**src/rtl/activity_window_classifier_assert.svh**
```systemverilog
// Assertion macros shared by the activity window classifier RTL
`ifndef ACTIVITY_WINDOW_CLASSIFIER_ASSERT_SVH
`define ACTIVITY_WINDOW_CLASSIFIER_ASSERT_SVH

// property that must hold every clock outside reset
`define AWC_ASSERT(label, prop) \
    label: assert property (@(posedge aclk) disable iff (!aresetn) (prop)) \
        else $error("%m failed");

`endif

```
**src/rtl/awc_pkg.sv**
```systemverilog
// Package: default sizes, mode and register codes, reset values and state type for the classifier
package awc_pkg;

    localparam int WINDOW_LEN_DEF    = 3;
    localparam int MODEL_ENTRIES_DEF = 16;

    localparam logic [1:0]  MODE_CLASSIFY   = 2'd0;
    localparam logic [1:0]  MODE_TRAIN_MOVE = 2'd1;
    localparam logic [1:0]  MODE_TRAIN_STAT = 2'd2;
    localparam logic [1:0]  MODE_HALT       = 2'd3;

    localparam logic [1:0]  REG_RUN_MODE    = 2'd0;
    localparam logic [1:0]  REG_NOISE_FLOOR = 2'd1;
    localparam logic [1:0]  REG_WARMUP      = 2'd2;
    localparam logic [1:0]  REG_LIMIT       = 2'd3;

    localparam logic [7:0]  NOISE_FLOOR_RST = 8'd10;
    localparam logic [3:0]  WARMUP_RST      = 4'd3;
    localparam logic [15:0] LIMIT_RST       = 16'd128;

    typedef enum logic [2:0] {
        ST_IDLE,
        ST_GATE,
        ST_MEAN,
        ST_DEV,
        ST_SQRT,
        ST_VOTE,
        ST_OUT
    } awc_state_t;

endpackage

```
**src/rtl/awc_isqrt.sv**
```systemverilog
// Iterative integer square root, one result bit per cycle
module awc_isqrt (
    input  logic        aclk,
    input  logic        aresetn,
    input  logic        start,
    input  logic [19:0] radicand,
    output logic        done,
    output logic [9:0]  root
);
    // restoring method on a 20-bit radicand, one result bit per cycle
    logic [19:0] rem_reg, rem_next;
    logic [19:0] root_reg, root_next;
    logic [19:0] bit_reg, bit_next;
    logic        busy_reg, busy_next;
    logic        done_reg, done_next;
    logic [19:0] trial;

    always_comb begin
        trial     = root_reg + bit_reg;
        rem_next  = rem_reg;
        root_next = root_reg;
        bit_next  = bit_reg;
        busy_next = busy_reg;
        done_next = 1'b0;
        if (start) begin
            rem_next  = radicand;
            root_next = '0;
            bit_next  = 20'h40000;
            busy_next = 1'b1;
        end else if (busy_reg) begin
            if (rem_reg >= trial) begin
                rem_next  = rem_reg - trial;
                root_next = (root_reg >> 1) + bit_reg;
            end else begin
                root_next = root_reg >> 1;
            end
            bit_next = bit_reg >> 2;
            if (bit_reg == 20'd1) begin
                busy_next = 1'b0;
                done_next = 1'b1;
            end
        end
    end

    always_ff @(posedge aclk) begin
        if (!aresetn) begin
            busy_reg <= 1'b0;
            done_reg <= 1'b0;
        end else begin
            busy_reg <= busy_next;
            done_reg <= done_next;
        end
        rem_reg  <= rem_next;
        root_reg <= root_next;
        bit_reg  <= bit_next;
    end

    assign done = done_reg;
    assign root = root_reg[9:0];

    `include "activity_window_classifier_assert.svh"
    `AWC_ASSERT(a_no_start_busy, !(start && busy_reg))
    `AWC_ASSERT(a_done_idle, done_reg |-> !busy_reg)
    `AWC_ASSERT(a_done_once, done_reg |=> !done_reg)
endmodule

```
**src/rtl/activity_window_classifier.sv**
```systemverilog
// Top level: accelerometer window features and nearest-model vote classifier
//
//  channel | dir | tdata (low bit up)                        | handshake / extra
//  s_axis  | in  | accel_x[7:0] accel_y[15:8] accel_z[23:16] | s_tvalid/s_tready
//  m_axis  | out | class mean spread mov stat total trained   | tlast = run_finished
//  cfg     | in  | cfg_wr_en, cfg_index, cfg_wdata           | write only
//
// A sample that does not close a window is taken and leaves the block idle. A closing
// sample runs gating, mean and deviation sums, two square roots on the shared root
// unit and, in recognition, a walk over the MODEL_ENTRIES entry pairs, then loads
// the result. Reset is synchronous, active low; the model tables sit in flip-flops
// cleared by reset. Input is stalled while a window is in work; a finished window
// waits in the load step only while the previous result still awaits transfer.
module activity_window_classifier
    import awc_pkg::*;
#(
    parameter int WINDOW_LEN    = WINDOW_LEN_DEF,
    parameter int MODEL_ENTRIES = MODEL_ENTRIES_DEF
) (
    input  logic        aclk,
    input  logic        aresetn,
    input  logic        s_tvalid,
    output logic        s_tready,
    input  logic [23:0] s_tdata,   // accel_x, accel_y, accel_z
    output logic        m_tvalid,
    input  logic        m_tready,
    // activity_class[0] mean_magnitude[9:1] spread_magnitude[18:10]
    // moving_total[34:19] stationary_total[50:35] classified_total[66:51]
    // trained_entries[71:67]
    output logic [71:0] m_tdata,
    output logic        m_tlast,   // run_finished
    input  logic        cfg_wr_en,
    input  logic [1:0]  cfg_index,
    input  logic [15:0] cfg_wdata
);
    localparam int WB = (WINDOW_LEN > 1) ? $clog2(WINDOW_LEN) : 1;
    localparam int EB = (MODEL_ENTRIES > 1) ? $clog2(MODEL_ENTRIES) : 1;
    localparam int TB = $clog2(MODEL_ENTRIES + 1);
    localparam int SB = 10; // sum of up to four 8-bit samples
    localparam int CB = $clog2(2 * MODEL_ENTRIES + 1);

    // configuration
    logic [1:0]  mode_reg;
    logic [7:0]  floor_reg;
    logic [3:0]  warm_reg;
    logic [15:0] limit_reg;

    // run state
    logic [7:0]    win_reg [WINDOW_LEN][3];
    logic [WB:0]   fill_reg;
    logic [TB-1:0] tidx_reg;
    logic [3:0]    seen_reg;
    logic [15:0]   cmov_reg, cstat_reg, ctot_reg;
    logic [17:0]   smodel_reg [MODEL_ENTRIES];
    logic [17:0]   mmodel_reg [MODEL_ENTRIES];

    awc_state_t    st_reg, st_next;
    logic [WB-1:0] i_reg;
    logic [1:0]    a_reg;
    logic [EB-1:0] e_reg;
    logic [SB-1:0] acc_reg;
    logic [7:0]    mean_reg [3];
    logic [19:0]   msq_reg, dsq_reg;
    logic          sq_sel_reg;
    logic [8:0]    mmag_reg, smag_reg;
    logic [CB-1:0] mv_reg, sv_reg;
    logic [71:0]   out_reg;
    logic          last_reg;
    logic          ov_reg;

    logic done_rec, finished, accept, closes, do_use, step_last, win_last, out_go;
    logic [7:0]    samp, dabs;
    logic [SB-1:0] step_val, tot;
    logic [7:0]    q;
    logic [15:0]   sq;
    logic        sqrt_start, sqrt_done;
    logic [9:0]  sqrt_root;
    logic [19:0] sqrt_in;

    assign done_rec = (ctot_reg != 16'd0) && (ctot_reg >= limit_reg);
    assign finished = (mode_reg == MODE_CLASSIFY) ? done_rec :
                      (mode_reg == MODE_HALT) ? 1'b1 : (tidx_reg >= TB'(MODEL_ENTRIES));
    assign s_tready = (st_reg == ST_IDLE);
    assign accept   = s_tvalid && s_tready;
    assign do_use   = !finished && !((mode_reg != MODE_CLASSIFY) && (seen_reg < warm_reg));
    assign closes   = (fill_reg == (WB+1)'(WINDOW_LEN - 1));
    assign win_last = (i_reg == WB'(WINDOW_LEN - 1));
    assign step_last = win_last && (a_reg == 2'd2);
    // result load waits until the output register is free or empties this cycle
    assign out_go   = (st_reg == ST_OUT) && (!ov_reg || m_tready);

    assign samp = win_reg[i_reg][a_reg];
    assign dabs = (samp > mean_reg[a_reg]) ? samp - mean_reg[a_reg] : mean_reg[a_reg] - samp;
    assign step_val = SB'((st_reg == ST_MEAN) ? samp : dabs);
    assign tot  = acc_reg + step_val;
    assign q    = tot[9:2];
    assign sq   = q * q;     // shared squarer
    assign sqrt_start = (st_reg == ST_SQRT) && (a_reg == 2'd0);
    assign sqrt_in    = sq_sel_reg ? dsq_reg : msq_reg;

    awc_isqrt u_sqrt (
        .aclk(aclk), .aresetn(aresetn), .start(sqrt_start),
        .radicand(sqrt_in), .done(sqrt_done), .root(sqrt_root)
    );

    // vote compare for the current entry pair
    logic [8:0] dsm, dss, dmm, dms;
    always_comb begin
        logic [8:0] sm, ss, mm, ms;
        sm = smodel_reg[e_reg][17:9];
        ss = smodel_reg[e_reg][8:0];
        mm = mmodel_reg[e_reg][17:9];
        ms = mmodel_reg[e_reg][8:0];
        dsm = (sm > mmag_reg) ? sm - mmag_reg : mmag_reg - sm;
        dss = (ss > smag_reg) ? ss - smag_reg : smag_reg - ss;
        dmm = (mm > mmag_reg) ? mm - mmag_reg : mmag_reg - mm;
        dms = (ms > smag_reg) ? ms - smag_reg : smag_reg - ms;
    end

    // next state
    always_comb begin
        st_next = st_reg;
        case (st_reg)
            ST_IDLE: if (accept && do_use && closes) st_next = ST_GATE;
            ST_GATE: if (win_last) st_next = ST_MEAN;
            ST_MEAN: if (step_last) st_next = ST_DEV;
            ST_DEV:  if (step_last) st_next = ST_SQRT;
            ST_SQRT: if (sqrt_done && sq_sel_reg)
                         st_next = (mode_reg == MODE_CLASSIFY) ? ST_VOTE : ST_OUT;
            ST_VOTE: if (e_reg == EB'(MODEL_ENTRIES - 1)) st_next = ST_OUT;
            ST_OUT:  if (out_go) st_next = ST_IDLE;
            default: st_next = ST_IDLE;
        endcase
    end

    always_ff @(posedge aclk) begin
        if (!aresetn) begin
            st_reg    <= ST_IDLE;
            mode_reg  <= MODE_CLASSIFY;
            floor_reg <= NOISE_FLOOR_RST;
            warm_reg  <= WARMUP_RST;
            limit_reg <= LIMIT_RST;
            fill_reg  <= '0;
            tidx_reg  <= '0;
            seen_reg  <= '0;
            cmov_reg  <= '0;
            cstat_reg <= '0;
            ctot_reg  <= '0;
            ov_reg    <= 1'b0;
            i_reg     <= '0;
            a_reg     <= '0;
            e_reg     <= '0;
            for (int k = 0; k < MODEL_ENTRIES; k++) begin
                smodel_reg[k] <= '0;
                mmodel_reg[k] <= '0;
            end
        end else begin
            st_reg <= st_next;
            if (!out_go && m_tvalid && m_tready) ov_reg <= 1'b0;
            if (cfg_wr_en) begin
                case (cfg_index)
                    REG_RUN_MODE: begin
                        mode_reg  <= cfg_wdata[1:0];
                        fill_reg  <= '0;
                        seen_reg  <= '0;
                        tidx_reg  <= '0;
                        cmov_reg  <= '0;
                        cstat_reg <= '0;
                        ctot_reg  <= '0;
                    end
                    REG_NOISE_FLOOR: floor_reg <= cfg_wdata[7:0];
                    REG_WARMUP:      warm_reg  <= cfg_wdata[3:0];
                    REG_LIMIT:       limit_reg <= cfg_wdata;
                    default: ;
                endcase
            end
            case (st_reg)
                ST_IDLE: begin
                    i_reg <= '0;
                    a_reg <= '0;
                    e_reg <= '0;
                    acc_reg <= '0;
                    msq_reg <= '0;
                    dsq_reg <= '0;
                    sq_sel_reg <= 1'b0;
                    mv_reg <= '0;
                    sv_reg <= '0;
                    if (accept && !finished) begin
                        if (!do_use) begin
                            seen_reg <= seen_reg + 4'd1;
                        end else begin
                            win_reg[fill_reg[WB-1:0]][0] <= s_tdata[7:0];
                            win_reg[fill_reg[WB-1:0]][1] <= s_tdata[15:8];
                            win_reg[fill_reg[WB-1:0]][2] <= s_tdata[23:16];
                            fill_reg <= closes ? '0 : fill_reg + 1'b1;
                        end
                    end
                end
                ST_GATE: begin
                    if (win_reg[i_reg][0] < floor_reg || win_reg[i_reg][1] < floor_reg ||
                        win_reg[i_reg][2] < floor_reg) begin
                        for (int k = 0; k < 3; k++)
                            if (win_reg[i_reg][k] <= floor_reg) win_reg[i_reg][k] <= '0;
                    end
                    i_reg <= win_last ? '0 : i_reg + 1'b1;
                end
                ST_MEAN, ST_DEV: begin
                    if (win_last) begin
                        i_reg <= '0;
                        a_reg <= (a_reg == 2'd2) ? 2'd0 : a_reg + 2'd1;
                        acc_reg <= '0;
                    end else begin
                        i_reg <= i_reg + 1'b1;
                        acc_reg <= tot;
                    end
                end
                default: ;
            endcase
            // finish a per-axis sum: latch mean or accumulate squares
            if ((st_reg == ST_MEAN || st_reg == ST_DEV) && win_last) begin
                if (st_reg == ST_MEAN) begin
                    mean_reg[a_reg] <= q;
                    msq_reg <= msq_reg + 20'(sq);
                end else begin
                    dsq_reg <= dsq_reg + 20'(sq);
                end
            end
            if (st_reg == ST_SQRT) begin
                a_reg <= sqrt_done ? 2'd0 : 2'd1;
                if (sqrt_done) begin
                    sq_sel_reg <= 1'b1;
                    if (sq_sel_reg) smag_reg <= sqrt_root[8:0];
                    else mmag_reg <= sqrt_root[8:0];
                end
            end
            if (st_reg == ST_VOTE) begin
                e_reg <= e_reg + 1'b1;
                mv_reg <= mv_reg + CB'(dmm < dsm) + CB'(dms < dss);
                sv_reg <= sv_reg + CB'(!(dmm < dsm)) + CB'(!(dms < dss));
            end
            if (out_go) begin
                logic c;
                logic [15:0] nm, ns, nt;
                logic [TB-1:0] ti;
                c  = 1'b0;
                nm = cmov_reg; ns = cstat_reg; nt = ctot_reg;
                ti = '0;
                if (mode_reg == MODE_CLASSIFY) begin
                    c  = mv_reg > sv_reg;
                    nt = ctot_reg + 16'd1;
                    if (c) nm = cmov_reg + 16'd1; else ns = cstat_reg + 16'd1;
                    cmov_reg <= nm; cstat_reg <= ns; ctot_reg <= nt;
                end else begin
                    ti = tidx_reg + 1'b1;
                    tidx_reg <= ti;
                    if (mode_reg == MODE_TRAIN_MOVE)
                        mmodel_reg[tidx_reg[EB-1:0]] <= {mmag_reg, smag_reg};
                    else
                        smodel_reg[tidx_reg[EB-1:0]] <= {mmag_reg, smag_reg};
                end
                out_reg  <= {5'(ti), nt, ns, nm, smag_reg, mmag_reg, c};
                last_reg <= (mode_reg == MODE_CLASSIFY) ? (nt != 16'd0 && nt >= limit_reg)
                                : (ti >= TB'(MODEL_ENTRIES));
                ov_reg <= 1'b1;
            end
        end
    end

    assign m_tvalid = ov_reg;
    assign m_tdata  = out_reg;
    assign m_tlast  = last_reg;

    `include "activity_window_classifier_assert.svh"
    `AWC_ASSERT(a_busy_no_ready, (st_reg != ST_IDLE) |-> !s_tready)
    `AWC_ASSERT(a_out_holds, (m_tvalid && !m_tready) |=> m_tvalid)
    `AWC_ASSERT(a_out_stable, (m_tvalid && !m_tready) |=> ($stable(m_tdata) && $stable(m_tlast)))
    `AWC_ASSERT(a_votes_sum, (st_reg == ST_OUT && mode_reg == MODE_CLASSIFY) |->
        (mv_reg + sv_reg == CB'(2 * MODEL_ENTRIES)))
endmodule

```
**config.mk**
```make
export PLATFORM = sky130hd
export DESIGN_NAME = activity_window_classifier
export DESIGN_NICKNAME = d
export VERILOG_FILES = /design/src/rtl/awc_pkg.sv /design/src/rtl/awc_isqrt.sv /design/src/rtl/activity_window_classifier.sv
export VERILOG_INCLUDE_DIRS = /design/src /design/src/rtl
export SDC_FILE = /design/constraint.sdc
export NUM_CORES = 2
export LEC_CHECK = 0
export ABC_AREA = 1
export BUFFER_PORTS_ARGS = -buffer_cell sky130_fd_sc_hd__buf_4
export CAP_MARGIN = 20
export CELL_PAD_IN_SITES_DETAIL_PLACEMENT = 0
export CELL_PAD_IN_SITES_GLOBAL_PLACEMENT = 1
export CORE_UTILIZATION = 50
export DETAILED_ROUTE_END_ITERATION = 8
export PLACE_DENSITY_LB_ADDON = 0.1
export SLEW_MARGIN = 10
export SYNTH_ARGS = -nofsm -noshare
export SYNTH_HDL_FRONTEND = slang
export SYNTH_SLANG_ARGS = --single-unit
```
**constraint.sdc**
```tcl
create_clock -name aclk -period 15.1 [get_ports aclk]
set_clock_uncertainty 0.1 [all_clocks]
set_input_delay 1.51 -clock aclk [delete_from_list [all_inputs] [get_ports aclk]]
set_output_delay 1.51 -clock aclk [all_outputs]
set_load 0.05 [all_outputs]
```
==> out/metrics.cfg <==
[sta]
relSlewSlack_pct = 21.9
fin_crit_ns = 11.62
worst_pin_slew_ns = 1.17
max_freq_mhz = 86.0
grt_setup_unrepaired = no
hold_viol_final = 0
setup_violations = 0
tns_ns = 0
post-route-period-util_pct = 77.0
final-max-slew-violation-count = 0

[synth]
synth_adder_area_share_pct = 7.90
ys.flop_type = edfxtp_1
async_flop_share_pct = 0
synth_seq_cells = 988
synth_compound_area_share_pct = 12.5
synth_top_family_by_area = simple AND/OR/NAND/NOR gates
synthXorXnorAreaFrac_pct = 2.20
synth-simple-area-share_pct = 17.1
netlist_instances = 6040
synth_mux_area_share_pct = 2.60
synth_nets = 6416
synth_warnings = 0
synth_area_mm2 = 0.0558
avgSynthCellArea_um2 = 9.24
ys_seq_area_share_pct = 50.6
yosys.cell_types.count = 57
synth_edf_count = 846

[layout]
n_fill_cell = 10000
nNetsFinal = 6395
final_cell_mix = nand2_1, edfxtp_1, nor2_1
drive_gt1_share_pct = 8.46
area_delta_synth_final_pct = 9.52
mostFrequentLayoutCell = nand2_1

[run]
drv_cap = 0

[die]
die_w_um = 336
die-height_um = 336
row_count = 122
initial_core_util_pct = 50.4
core_mm2 = 0.111
die_area_mm2 = 0.113
ios = 122

[hold_path]
hp-start = mmag_reg[8]$_DFFE_PP_
hold_class = reg -> reg

[global_routing]
grt_usage_pct = 27.4
grt_antenna_before_repair = 1
grt_pass1_vias = 40300
grt_pass1_wl_mm = 237
overflow = 0
grt_start_max_net_pins = 179

[route]
dr.pass1.iters = 6
routed_wl_mm = 155
ant_nets = 0
viasPerCell = 5.55
drcViolationCount = 0
dr.first_iter.drc_count = 3388
dr_total_vias = 42200
wl_per_cell_um = 20.4

[place]
dp_hpwl_mm = 105
gp_congestion = 0.862
portBuffers = 121

[status]
status = complete, no violations

[clocking]
holdBufCountCts = 0
clock-sinks = 988
cts_max_level = 3
cts_tree = built
clk_pin_slew_ns = 0.06
cts_resized = 0
cts_setup_buffers = 0
clockBufferDepth = 3
numCtsBuffers = 104
clock_latency_ns = 0.72
cts_root_buffer = clkbuf_16

[worst_setup_path]
crit_top_cell = nand2_1
setup.worst_path.start_class = register
cp_data_arrival_time_ns = 11.96
cpPeakStageDelay_ns = 0.97
cp.required_ns = 15.43
path_class = reg -> reg
crit_path_top_delay_cell = dfxtp_1
cp_max_fo = 25
crit_path_end_kind = register

-- synthesized netlist by cell type (5+ instances only) --
cell | count | share of area, %
a211oi_1 | 8 | 0.11
a21o_1 | 10 | 0.13
a21oi_1 | 455 | 4.1
a221oi_1 | 9 | 0.14
a22o_1 | 5 | 0.078
a31oi_1 | 12 | 0.13
and2_1 | 8 | 0.090
buf_1 | 33 | 0.22
buf_2 | 26 | 0.23
buf_6 | 14 | 0.28
clkbuf_1 | 228 | 1.5
clkinv_1 | 9 | 0.061
dfxtp_1 | 142 | 5.1
edfxtp_1 | 846 | 46
fa_1 | 39 | 1.4
ha_1 | 290 | 6.5
inv_1 | 684 | 4.6
inv_2 | 5 | 0.034
mux2i_1 | 145 | 2.6
nand2_1 | 887 | 6.0
nand3_1 | 233 | 2.1
nand3_2 | 12 | 0.22
nand3_4 | 18 | 0.57
nand3b_1 | 8 | 0.11
nand4_1 | 51 | 0.57
nor2_1 | 771 | 5.2
nor2_2 | 111 | 1.2
nor3_1 | 48 | 0.43
nor4_1 | 12 | 0.13
o211ai_1 | 174 | 2.3
o21a_1 | 6 | 0.081
o21ai_0 | 473 | 4.2
o21bai_1 | 13 | 0.17
o221ai_1 | 21 | 0.33
o22ai_1 | 38 | 0.43
o31ai_1 | 6 | 0.081
or2_2 | 25 | 0.28
xnor2_1 | 47 | 0.74
xor2_1 | 93 | 1.5
-- critical path, delay by kind of cell, from the launching register on --
kind | cells | cell delay [ns]
buffers and inverters | 6 | 1.17
AO/OA/AOI/OAI | 17 | 2.68
flip-flops | 1 | 0.97
XOR/XNOR | 1 | 0.40
adder cells (fa/ha/maj) | 9 | 3.44
AND/OR/NAND/NOR | 17 | 2.59
-- path summary, 6_finish.rpt --
path	to	slack (ns)	cells after the start
setup / recovery	dsq_reg[19]$_DFFE_PP_	3.48	50
hold / removal	m_tdata[9]$_DFFE_PP_	0.36	0
setup reg to reg	dsq_reg[19]$_DFFE_PP_	3.48	50
hold reg to reg	m_tdata[9]$_DFFE_PP_	0.36	0
-- through the flow --
stage	instances	hold WS, ns	util [%]	cell area [um^2]	setup slack [ns]
3_3_place_gp	7401	0.353	52.2	57700	3.84
6_report	7598	0.359	55.2	61100	3.48
2_1_floorplan	6040	0.326	-	55800	5.72
3_5_place_dp	7401	0.351	52.2	57700	3.63
5_1_grt	7598	0.366	55.2	61100	2.50
4_1_cts	7597	0.367	55.2	61100	3.58
-- layer usage --
metal	GRT usage, %	vias to the layer above	routed length (um)
li1	-	20600	-
met4	8.82	0	5150
met2	44.4	1117	71900
met1	38.4	20300	70500
met3	2.88	225	7400
met5	0	-	0
-- cells by family after synthesis --
family          count (synthesis)
mux                           145
simple gates                 2193
xor+xnor                      140
compound gates               1243
flops                         988
buf+inv                      1002
fa+ha+maj                     329
-- layout make-up --
type	count	area, um^2	area share [%]
multi-input cells	4050	23600	38.7
repair buffers	176	1350	2.20
clock inverters	55	529	0.866
diodes	1	2.50	0.00410
inverters	699	2630	4.30
clock buffers	141	2850	4.67
flip-flops and latches	988	28300	46.2
well taps	1488	1860	3.05
Power is left out: the tool's default activity adds up to more than one toggle a clock period on the data nets, which glitch-free logic cannot reach.
